File: src/sv/fsprot_queue.sv
// fsprot_queue: small FIFO of rotated results between the back end and the output.
// No package dependency.
module fsprot_queue #(
	parameter int W = 80,
	parameter int DEPTH = 4
) (
	input  logic         clk,
	input  logic         arst_n,
	input  logic         wr,
	input  logic [W-1:0] wdata,
	input  logic         rd,
	output logic [W-1:0] rdata,
	output logic         not_empty,
	output logic [$clog2(DEPTH):0] count
);
	localparam int AW = $clog2(DEPTH);
	logic [W-1:0] mem_q [DEPTH];
	logic [AW-1:0] wp_q, rp_q;

	assign not_empty = count != '0;
	assign rdata = mem_q[rp_q];

	always_ff @(posedge clk or negedge arst_n) begin
		if (!arst_n) begin
			wp_q <= '0;
			rp_q <= '0;
			count <= '0;
		end else begin
			if (wr) wp_q <= AW'((AW+1)'(wp_q) + 1'b1 == DEPTH ? 0 : wp_q + 1'b1);
			if (rd) rp_q <= AW'((AW+1)'(rp_q) + 1'b1 == DEPTH ? 0 : rp_q + 1'b1);
			count <= count + (AW+1)'(wr) - (AW+1)'(rd);
		end
	end

	always_ff @(posedge clk) begin
		if (wr) mem_q[wp_q] <= wdata;
	end
endmodule

File: config.mk
export PLATFORM = sky130hd
export DESIGN_NAME = fsprot_queue
export DESIGN_NICKNAME = d
export VERILOG_FILES = /design/src/sv/fsprot_queue.sv
export SDC_FILE = /design/constraint.sdc
export NUM_CORES = 1
export LEC_CHECK = 0
export BUFFER_PORTS_ARGS = -buffer_cell sky130_fd_sc_hd__buf_2
export CAP_MARGIN = 10
export CORE_AREA = 2 2 189 191
export DETAILED_ROUTE_END_ITERATION = 10
export DIE_AREA = 0 0 191 193
export GPL_ROUTABILITY_DRIVEN = 1
export PLACE_DENSITY = 0.63
export SYNTH_ARGS = -nofsm -noshare
export SYNTH_HDL_FRONTEND = slang
export SYNTH_SLANG_ARGS = --single-unit
File: constraint.sdc
create_clock -name clk -period 3.2 [get_ports clk]
set_input_delay 0 -clock clk [delete_from_list [all_inputs] [get_ports clk]]
set_output_delay 0 -clock clk [all_outputs]
set_load 0.005 [all_outputs]
# Word level (Yosys, flattened, before mapping)
# Memory sizes are Yosys's and may differ from the RTL's.
# Cells that the tools add are included.
[word_totals]
reg_bits = 7
ramBits = 320
in_bits = 84
output_inout_bits = 84
word_cells = 15
mem_count = 1
[op_classes]
addsub = 4
n_eq_ne = 2
muxes = 4
reduce_logical = 1
[memory_table]
columns = ["name", "depth", "width", "read_ports", "rd_ports_with_merged_regs", "wr", "line", "rtl"]
rows = [
  ["mem_q", 4, 80, 1, 0, 1, "17", "logic [W-1:0] mem_q [DEPTH];"],
]
[ops]
columns = ["op", "n"]
rows = [
  ["2-bit by 1-bit adder with 3-bit output (second input constant)", 2],
  ["3-bit == test (second input constant)", 2],
  ["2-bit two-way mux", 2],
  ["3-bit by 1-bit adder with 3-bit output", 1],
  ["3-bit nonzero test", 1],
  ["3-bit by 1-bit subtractor with 3-bit output", 1],
  ["1-bit two-way mux", 2],
]

# Depth between registers and ports, before layout
[depth]
ltp_word = 3
depth_mapped = 8
depth_no_buf = 8

# Worst setup path before layout
# Ideal clock, no wire load.
[synth_path]
path_kind = "reg-to-reg"
from = "register wp_q[0]"
to = "memory mem_q[0][0], enable pin"
setup_ns = 0.447
arrival_time_ns = 2.482
required_ns = 2.753
setup_slack_ns = 0.271
path_stages_with_launch = 4
path_buffers = 0
synth_period_minus_slack_ns = 2.929
path_cell_list = "dfrtp_1 inv_1 ha_1 and2_1"
[synth_rtl]
columns = ["element", "line", "rtl"]
rows = [
  ["start, declared", "18", "logic [AW-1:0] wp_q, rp_q;"],
  ["start signal, assigned", "29", "if (wr) wp_q <= AW'((AW+1)'(wp_q) + 1'b1 == DEPTH ? 0 : wp_q + 1'b1);"],
  ["end, declared", "17", ""],
]
# Straight into the memory's write port.

# Worst setup path in the final report
[layout_path]
from = "register rp_q[0]"
to = "output rdata[15]"
[layout_via]
elab_chain_cells = 1
[layout_lines]
columns = ["element", "line", "rtl"]
rows = [
  ["start, declared", "18", ""],
  ["start signal, assigned", "30", "if (rd) rp_q <= AW'((AW+1)'(rp_q) + 1'b1 == DEPTH ? 0 : rp_q + 1'b1);"],
  ["memory 4 x 80 bit", "n/a", ""],
  ["end, declared", "12", "output logic [W-1:0] rdata,"],
]
# Every way passes these cells.

==> summary.txt <==
GRT
  • First-pass GRT wire length: 35.0 mm
  • Gr usage total: 0.127
  • Vias in the first global route: 6058
  • Largest net degree at the start of global routing: 45
  • Initial antenna violation count: 0
  • Grt total ovfl: 0

Die
  • Die area: 36900 um2
  • Core Region: 35000 um2
  • Initial Util: 0.344
  • Site Rows: 69
  • Die W: 191 um
  • IO Pins: 168
  • Die height: 193 um

Logic synthesis
  • Syn Nets: 545
  • Simple logic cell fraction of the synthesized area: 0.00395
  • Post-synthesis xor/xnor area fraction: 0.00146
  • Mux cell area share after synthesis: 0.152
  • Post-synth EDFFs: 320
  • Largest family of logic cells by synthesized area: multiplexers
  • Yosys top cell by area: edfxtp_1
  • Syn Area/Cell: 26.5 um2
  • Mapped Cells: 453
  • Yosys cell types: 18
  • Ys async rst share: 0.0214
  • Area of the mapped netlist: 12000 um2
  • Predominant post-synthesis flop cell: edfxtp_1
  • Ranking of synthesized cells by area: edfxtp_1, mux4_2, dfrtp_1
  • Commonest cells in the netlist: edfxtp_1, mux4_2, buf_2
  • Synth warn: 0
  • Compound-Gate Fraction of Synth Area: 0.000832
  • Yosys top cell area share: 0.799
  • Adder-Cell Fraction of Synth Area: 0.00895
  • Sequential area share after synthesis: 0.814
  • Number of synthesized register bits: 327
  • Count leader, synth: edfxtp_1

Final layout
  • Share of layout cells above drive strength 1: 0.415
  • Nets: 830
  • Layout area overhead: 27.8%
  • FILL cells: 2999
  • Design Area, Final: 15400 um2
  • ANT cells: 0
  • Fin cells: 1225

Drt
  • Post-route ant nets: 0
  • Via-to-Cell Ratio: 4.60
  • First-pass iteration count of the detailed router: 4
  • Routed length per instance: 19.2 um
  • Vias: 5636
  • Drt first-iter violations: 260
  • DRC: 0
  • Routed wire length: 23.5 mm

Worst setup path
  • CP max stage delay: 0.86 ns
  • CP Data Required Time: 3.20 ns
  • Reg2reg setup slack: 1.27 ns
  • CP max FO: 31
  • Crit. End Element: output port
  • Crit-path slowest cell: dfrtp_4
  • Worst path cell trace: buf_4 > mux4_2 > buf_2
  • WS Path Type: reg2out
  • CP Launch Type: flip-flop
  • Critical path arrival: 2.46 ns

CTS
  • Total CTS buffers: 36
  • Maximum clock path buffer count: 3
  • CTS tree: yes
  • Clock-pin slew on the worst setup and hold paths: 0.06 ns
  • Clock sinks: 327
  • CTS root buf: clkbuf_16
  • Insertion delay to the later sink of the worst-skew pair: 0.50 ns
  • Htree depth: 2
  • Post-CTS Setup Repair Bufs: 0

Pwr
  • Leak pwr: 0.00529 uW
  • Pwr dens: 846 nW/um2
  • Maximum VDD drop: 0.000528 V

Place
  • PortBufs: 167
  • Placed Cells: 1077
  • Cell area after placement: 13400 um2
  • Placer Congestion: 0.687
  • Final HPWL DP: 13.7 mm

STA
  • Slew Limit Fails: 0
  • Fin. Hold Viols: 0
  • Peak Freq: 407 MHz
  • Min cycle time layout: 2.46 ns
  • Final period utilization: 0.768
  • Setup violators final: 0
  • Worst slew margin: 0.564
  • Slew of the pin with the lowest slew margin: 0.654 ns
  • Worst Skew: 0.0102 ns
  • Final TNS setup: 0 ns
  • Unrepaired setup endpoints after global routing: no

Job
  • MaxCap Viol Count: 0

Status
  • Outcome: finished, final reports clean

Worst hold path
  • Worst min path class: in2reg
## final timing paths
kind                                           from                     end  cells after the start
worst max-delay path            rp_q[0]$_DFFE_PN0P_               rdata[15]                      3
worst max register to register  wp_q[1]$_DFFE_PN0P_  mem_q[1][79]$_DFFE_PP_                      4
worst min register to register   count[2]$_DFF_PN0_      count[2]$_DFF_PN0_                      1
min in group asynchronous                    arst_n      count[0]$_DFF_PN0_                      3
max in group asynchronous                    arst_n     rp_q[1]$_DFFE_PN0P_                      3
worst min-delay path                      wdata[66]  mem_q[2][66]$_DFFE_PP_                      2
## cell usage in the layout (no fill, tap or decap), types with 4 or more instances in the layout
master / n
mux4_2: 80
dlygate4sd3_1: 84
edfxtp_1: 320
inv_1: 6
ha_1: 7
and2_4: 4
clkbuf_16: 37
buf_4: 8
dfrtp_1: 5
clkbuf_1: 10
buf_2: 167
clkinv_1: 7
clkinv_2: 5
buf_12: 6
## sequential cells by signal, indices dropped and copies added (netlist names)
register and flops:
count 3, rp_q 2, mem_q 320, wp_q 2
## per-layer routing
layer | vias to the layer above | wire (um) | GRT usage
li1 | 2517 | - | -
met1 | 2938 | 10400 | 0.167
met2 | 152 | 11500 | 0.213
met3 | 29 | 1250 | 0.0293
met4 | 0 | 363 | 0.0355
met5 | - | 0 | 0
## stage by stage
| step | util | hold WS, ns | setup slack [ns] | power [uW] |
|---|---|---|---|---|
| final | 0.439 | 0.248 | 0.743 | 13000 |
| after global routing | 0.439 | 0.233 | 0.531 | 13700 |
| after CTS | 0.439 | 0.217 | 0.607 | 13300 |
| after detailed placement | 0.384 | -0.141 | 1.16 | 9290 |
| after global placement | 0.384 | -0.150 | 1.19 | 9230 |
| after floorplan | - | -0.296 | 0.271 | 8010 |
## critical path, delay by kind of cell (launching register included)
family,cells,cell delay (ns)
multiplexers,1,0.55
buffers and inverters,2,0.53
flip-flops,1,0.86
## layout make-up
type                            count  area (um2)  share of cell area
Multi-Input combinational cell    102        2020               0.131
Inverter                            6        22.5             0.00147
Clock buffer                       47         963              0.0627
Timing Repair Buffer              265        1860               0.121
Clock inverter                     17         136             0.00888
Tap cell                          461         577              0.0375
Sequential cell                   327        9790               0.637
## power by group
group	switching [uW]	internal, uW	total, uW	leakage (uW)
registers	388	5490	5880	0.00302
logic	1510	1760	3260	0.00173
clock network	1560	2280	3850	0.000536
## timing repair
action,CTS,global route
resized for setup,0,0
hold endpoints to repair,332,0
hold buffers,84,0
endpoints found under the setup margin,0,0
## logic make-up (layout without fill, tap and decap cells)
kind of cell	after synthesis	after routing
mux	82	82
flops	327	327
xor+xnor	2	2
simple gates	8	8
fa+ha+maj	8	8
buf+inv	24	335
compound gates	2	2
(Power assumes the default switching activity.)
