--- src/sv/fsprot_pkg.sv ---
// fsprot_pkg: shared types and constants for the Fresnel spectral phase rotator.
// No dependencies; imported by the top level, fsprot_front and fsprot_back.
package fsprot_pkg;
	localparam int CORDIC_STEPS = 26;
	localparam int GUARD_BITS   = 4;
	localparam int GAIN_Q26     = 40752055;
	localparam int PHASE_W      = 32;

	typedef enum logic [1:0] {
		CFG_GRID_SIZE = 2'd0,
		CFG_COEF_X    = 2'd1,
		CFG_COEF_Y    = 2'd2
	} cfg_idx_t;

	typedef logic [31:0] atan_t [CORDIC_STEPS];
	localparam atan_t ATAN_TURNS = '{
		32'd536870912, 32'd316933406, 32'd167458907, 32'd85004756, 32'd42667331,
		32'd21354465, 32'd10679838, 32'd5340245, 32'd2670163, 32'd1335087,
		32'd667544, 32'd333772, 32'd166886, 32'd83443, 32'd41722, 32'd20861,
		32'd10430, 32'd5215, 32'd2608, 32'd1304, 32'd652, 32'd326, 32'd163,
		32'd81, 32'd41, 32'd20
	};
endpackage

--- src/sv/fsprot_front.sv ---
// fsprot_front: index folding and phase formation (two pipeline stages).
// Uses fsprot_pkg; feeds the CORDIC back end.
module fsprot_front #(
	parameter int MAX_GRID = 1024,
	parameter int SW = 24
) (
	input  logic                 clk,
	input  logic                 arst_n,
	input  logic                 en,
	input  logic                 in_vld,
	input  logic signed [SW-1:0] in_re,
	input  logic signed [SW-1:0] in_im,
	input  logic [9:0]           row,
	input  logic [9:0]           col,
	input  logic [10:0]          grid_size,
	input  logic [31:0]          coef_x,
	input  logic [31:0]          coef_y,
	output logic                 out_vld,
	output logic signed [SW-1:0] out_re,
	output logic signed [SW-1:0] out_im,
	output logic [31:0]          phase
);
	import fsprot_pkg::*;
	localparam int GW = $clog2(MAX_GRID + 1);

	logic [GW-1:0] n;
	logic [GW-1:0] fx, fy;
	logic [31:0] fx2_s1, fy2_s1;
	logic signed [SW-1:0] re_s1, im_s1;
	logic vld_s1;
	logic [31:0] px, py;

	always_comb begin
		if ({21'd0, grid_size} > MAX_GRID) n = GW'(MAX_GRID);
		else n = GW'(grid_size);
	end

	function automatic logic [GW-1:0] fold(input logic [9:0] idx, input logic [GW-1:0] nn);
		logic [GW:0] i;
		i = (GW+1)'(idx);
		if (i > {1'b0, nn >> 1}) begin
			if (i < {1'b0, nn}) return GW'({1'b0, nn} - i);
			else return GW'(i - {1'b0, nn});
		end
		return GW'(i);
	endfunction

	assign fx = fold(col, n);
	assign fy = fold(row, n);
	assign px = coef_x * fx2_s1;
	assign py = coef_y * fy2_s1;

	always_ff @(posedge clk or negedge arst_n) begin
		if (!arst_n) begin
			vld_s1 <= 1'b0;
			out_vld <= 1'b0;
		end else if (en) begin
			vld_s1 <= in_vld;
			out_vld <= vld_s1;
		end
	end

	always_ff @(posedge clk) begin
		if (en) begin
			fx2_s1 <= 32'(fx) * 32'(fx);
			fy2_s1 <= 32'(fy) * 32'(fy);
			re_s1 <= in_re;
			im_s1 <= in_im;
			phase <= 32'd0 - (px + py);
			out_re <= re_s1;
			out_im <= im_s1;
		end
	end
endmodule

--- config.mk ---
export PLATFORM = sky130hd
export DESIGN_NAME = fsprot_front
export DESIGN_NICKNAME = d
export VERILOG_FILES = /design/src/sv/fsprot_pkg.sv /design/src/sv/fsprot_front.sv
export SDC_FILE = /design/constraint.sdc
export NUM_CORES = 2
export LEC_CHECK = 0
export ABC_AREA = 0
export ABC_CLOCK_PERIOD_IN_PS = 18700
export BUFFER_PORTS_ARGS = -buffer_cell sky130_fd_sc_hd__buf_2
export CAP_MARGIN = 20
export CELL_PAD_IN_SITES_DETAIL_PLACEMENT = 0
export CELL_PAD_IN_SITES_GLOBAL_PLACEMENT = 1
export CORE_ASPECT_RATIO = 0.75
export CORE_MARGIN = 2
export CORE_UTILIZATION = 55
export DETAILED_ROUTE_END_ITERATION = 10
export GPL_TIMING_DRIVEN = 0
export HOLD_SLACK_MARGIN = 0.05
export PLACE_DENSITY_LB_ADDON = 0.1
export SETUP_SLACK_MARGIN = 0.1
export SYNTH_ARGS = -nofsm -noshare
export SYNTH_HDL_FRONTEND = slang
export SYNTH_SLANG_ARGS = --single-unit
--- constraint.sdc ---
create_clock -name clk -period 18.7 [get_ports clk]
set_clock_uncertainty 0.1 [all_clocks]
set_input_delay 4.675 -clock clk [delete_from_list [all_inputs] [get_ports clk]]
set_output_delay 4.675 -clock clk [all_outputs]
set_load 0.1 [all_outputs]
# Yosys cells after proc, flatten, opt, wreduce, memory -nomap -nowiden
# Cells that the tools add are included.
[word_totals]
regBits = 174
out_inout_bits = 81
[classes]
add_sub_neg = 6
mul = 4
magnitude_cmp = 5
mux = 9
[ops]
columns = ["op", "count"]
rows = [
  ["two-way mux 11 bit", 7],
  ["multiplier 32 x 22 -> 32 bit", 2],
  ["multiplier 11 x 11 -> 22 bit", 2],
  ["adder 32 bit", 1],
  ["subtractor 1 x 32 -> 32 bit, first input constant", 1],
  ["< comparator 10 x 11 -> 1 bit", 2],
  ["subtractor 10 x 11 -> 11 bit", 2],
  ["subtractor 11 x 10 -> 11 bit", 2],
  ["> comparator 10 bit", 2],
  ["> comparator 11 bit, second input constant", 1],
  ["two-way mux 1 bit", 2],
]

# Depth between registers and ports, before layout
[depth]
depth_word = 7
ltp_mapped = 41
mapped_depth_nobuf = 35

# Worst setup path after synthesis
# No wires, ideal clock.
[synth_path]
path_kind = "input-to-reg"
start = "input grid_size[10]"
end = "register fx2_s1[21], data pin"
setup_ns = 0.265
t_arrival_ns = 12.524
setup_slack_ns = 5.811
stages = 40
n_path_buf = 6
path_cell_list = "clkbuf_1 > inv_1 > buf_1 > nand2_1 > inv_1 > ha_1 > clkbuf_1 > and3_1 > buf_2 > nand2_1 > a21oi_2 > o21ai_1 > a21o_1 > buf_2 > mux2i_1 > nand4_1 > xnor2_1 > o21ai_0 > [4 not listed] > fa_1 > inv_1 > fa_1 > inv_1 > fa_1 > inv_1 > fa_1 > inv_1 > ha_1 > or3_1 > o21bai_1 > a31o_2 > a221o_1 > nand2_1 > a211o_1 > o21a_1 > o21ai_0 > xor2_1"
[synth_via]
elab_chain_len = 7
word_cells_on_any_way = 11
classes_between = "add/sub: 2; mul: 1; order compare: 3; mux: 5"
[synth_lines]
columns = ["item", "line_no", "source"]
rows = [
  ["start: declaration", "fsprot_front.sv:15", "input logic [10:0] grid_size,"],
  ["> comparator 11 bit", "fsprot_front.sv:34", "if ({21'd0, grid_size} > MAX_GRID) n = GW'(MAX_GRID);"],
  ["two-way mux 11 bit *", "fsprot_front.sv:34", ""],
  ["subtractor 10 x 11 -> 11 bit (tied with other cells)", "fsprot_front.sv:43", "else return GW'(i - {1'b0, nn});"],
  ["two-way mux 11 bit", "fsprot_front.sv:42", "if (i < {1'b0, nn}) return GW'({1'b0, nn} - i);"],
  ["two-way mux 11 bit", "fsprot_front.sv:41", "if (i > {1'b0, nn >> 1}) begin"],
  ["two-way mux 11 bit *", "fsprot_front.sv:45", "return GW'(i);"],
  ["multiplier 11 x 11 -> 22 bit *", "fsprot_front.sv:65", "fx2_s1 <= 32'(fx) * 32'(fx);"],
  ["end signal: assignment", "fsprot_front.sv:65", ""],
  ["end: declaration", "fsprot_front.sv:28", "logic [31:0] fx2_s1, fy2_s1;"],
]
# Every way passes the cells marked *; elsewhere a longest branch is shown, timed or not. The select of a mux whose other input is x is not followed.
# A chain may end at the register's enable or synchronous reset.

# Worst setup path after layout
[layout_path]
start = "input grid_size[10]"
end = "register fy2_s1[20], data pin"
[layout_via]
elab_chain_len = 7
word_cells_on_any_way = 11
classes_between = "add/sub: 2; mul: 1; order compare: 3; mux: 5"
[layout_lines]
columns = ["item", "line_no", "source"]
rows = [
  ["> comparator 11 bit", "fsprot_front.sv:34", ""],
  ["two-way mux 11 bit *", "fsprot_front.sv:34", ""],
  ["subtractor 10 x 11 -> 11 bit (tied with other cells)", "fsprot_front.sv:43", ""],
  ["two-way mux 11 bit", "fsprot_front.sv:42", ""],
  ["two-way mux 11 bit", "fsprot_front.sv:41", ""],
  ["two-way mux 11 bit *", "fsprot_front.sv:45", ""],
  ["multiplier 11 x 11 -> 22 bit *", "fsprot_front.sv:66", "fy2_s1 <= 32'(fy) * 32'(fy);"],
  ["end signal: assignment", "fsprot_front.sv:66", ""],
  ["end: declaration", "fsprot_front.sv:28", ""],
]
# Marks and branches as above.

==> run summary <==
run status = complete, no violations
Slew Limit Headroom = 44.27%
Post-CTS Hold Buffers = 0
CP Capture Type = flip-flop
register area share after synthesis = 12.43%
Synth Warn # = 0
total negative slack = 0 ns
gp weighted congestion = 0.9365
H-tree depth = 4
post-synth cell types = 68
async set-or-reset flop fraction in the synthesized netlist = 1.163%
1st-iter DRT viols = 1739
Mean Syn Cell Area = 9.826 um^2
RSZ-0062 raised after global routing = no
post-synth top area share = 44.03%
clk slew on worst S/H paths = 0.09 ns
Startpoint Class = input pin
pre-CTS setup slack = 4.277 ns
# resized after CTS = 0
max cap viols = 0
Die W = 321.1 um
Routed WL = 111600 um
Cell Area, Synth = 0.04147 mm^2
number of synthesized flops with an enable pin = 170
Final Cycle Share = 74.90%
crit-path max FO = 11
Yosys reg bits = 172
count leader, synth = inv_1
CTS tree = built
First-pass DRT Iterations = 6
initial core utilization = 55.37%
die area = 0.07763 mm^2
final setup fails = 0
Root Driver = clkbuf_16
Setup Buffers After CTS = 0
crit-path max cell delay = 0.56 ns
max frequency = 71.39 MHz
first-pass GRT wire length = 175900 um
Area Growth Syn to Fin = 7.320%
IO Pins = 228
antenna viol nets, final = 0
Port Buffers = 218
final hold viol count = 0
top post-synthesis cells by area = fa_1, edfxtp_1, ha_1
GRT Overall Usage = 30.23%
num rows = 87
largest net degree at the start of global routing = 89
vias in the first global route = 30550
Clk Latency, worst-skew pair = 0.49 ns
core box area = 0.07489 mm^2
synth cell count leaders = inv_1, fa_1, nand2_1
final core utilization = 59.42%
Non-Filler Instances = 5462
Synth Flop Type = edfxtp_1
total grt overflow = 0
layout cells sized above 1 = 6.415%
Post-Syn Instances = 4220
routed vias = 28550
clk sinks = 172
Final #Nets = 5888
CP required = 18.86 ns
initial antenna violation count = 13
Vias/cell = 5.227
Critical Path AT = 14.16 ns
slowest CP cell = fa_1
Routed wire per std cell = 20.44 um
max-slew violations = 0
Inst Count DP = 5421
DP HPWL = 98970 um
post-synth top area cell = fa_1
CTS buffer count = 17
Chip Height = 241.8 um
final worst slack = 4.693 ns
drt drc = 0
HP Class = flip-flop to flip-flop
Worst-Margin Slew = 0.8359 ns
Crit Path Class = input pin to flip-flop
fin crit period = 14.01 ns
Max Root-Sink Buffers = 2
## critical path, delay by kind of cell
family / cells / cell delay, ns
adders and majority gates: 7 / 3.05
muxes: 1 / 0.28
AOI/OAI and AO/OA: 11 / 2.89
xor gates and xnor gates: 2 / 0.32
buffers and inverters: 9 / 1.85
and+or+nand+nor: 4 / 1.05
## worst paths after layout
check	from	to	slack [ns]	cells past startpoint
hold / removal	im_s1[7]	out_im[7]	0.31	0
min in group asynchronous	arst_n	out_vld	3.85	1
max in group asynchronous	arst_n	vld_s1	14.55	1
hold reg to reg	im_s1[7]	out_im[7]	0.31	0
setup / recovery	grid_size[10]	fy2_s1[20]	4.69	34
setup reg to reg	fx2_s1[2]	phase[31]	9.39	27
## placed cells by master, fill, tap and decap left out, drive strengths merged, types with 3 or more instances in the layout
cell and instances:
xnor2 126, clkbuf 185, or2 4, mux2 7
and3 7, inv 925, nor3 21, conb 4
nand2b 14, nor2 103, a31oi 6, ha 368
o211ai 9, diode 9, and2 423, a211o 4
o21a 21, and4 3, clkinv 8, nor2b 21
o41ai 3, a221o 5, nand2 591, a211oi 12
o21bai 12, nand3b 3, or3 5, nand4 6
fa 912, a21o 37, mux2i 14, nand3 16
o2111ai 5, o21ai 48, o22ai 5, edfxtp 170
xor2 44, buf 233, a21oi 72
## routing by layer
metal	part of all wire [%]	GRT usage, %
met4	3.7	10.21
met5	0.058	0
met2	47	47.96
met1	42	40.84
met3	7.8	7.479
## sequential cells by signal, indices dropped and copies added (netlist names)
register and count:
fx2_s1 21, fy2_s1 21, im_s1 24, out_im 24
out_re 24, out_vld 1, phase 32, re_s1 24
vld_s1 1
## cell type report
cell class	count	area (um^2)
Buffer	181	711.9
Clock buffer	17	425.4
Multi-Input combinational cell	2951	32160
Timing Repair Buffer	220	1136
Antenna cell	9	22.52
Inverter	918	3447
Clock inverter	15	219.0
Tap cell	979	1225
Sequential cell	172	5155
Fill cell	6620	30390
## per-stage QoR
step	hold slack (ns)	cell area, um^2
final	0.3146	44500
after global routing	0.3171	44490
after CTS	0.3171	44480
after detailed placement	0.3045	43840
after global placement	0.3001	43790
after floorplan	0.3003	41470
## cell families (layout without fill, tap and decap cells)
logic type                 count (synthesis)  after routing  synth area share, %
and+or+nand+nor                         1224           1224                14.25
buffers and inverters                   1099           1351                10.03
AOI/OAI and AO/OA                        252            252                3.998
muxes                                     21             21               0.5461
xor gates and xnor gates                 170            170                3.591
adders and majority gates               1280           1280                55.13
other                                      2             13              0.01811
DFF                                      172            172                12.43
Power is left out: the tool's default activity adds up to more than one toggle a clock period on the data nets, which glitch-free logic cannot reach.
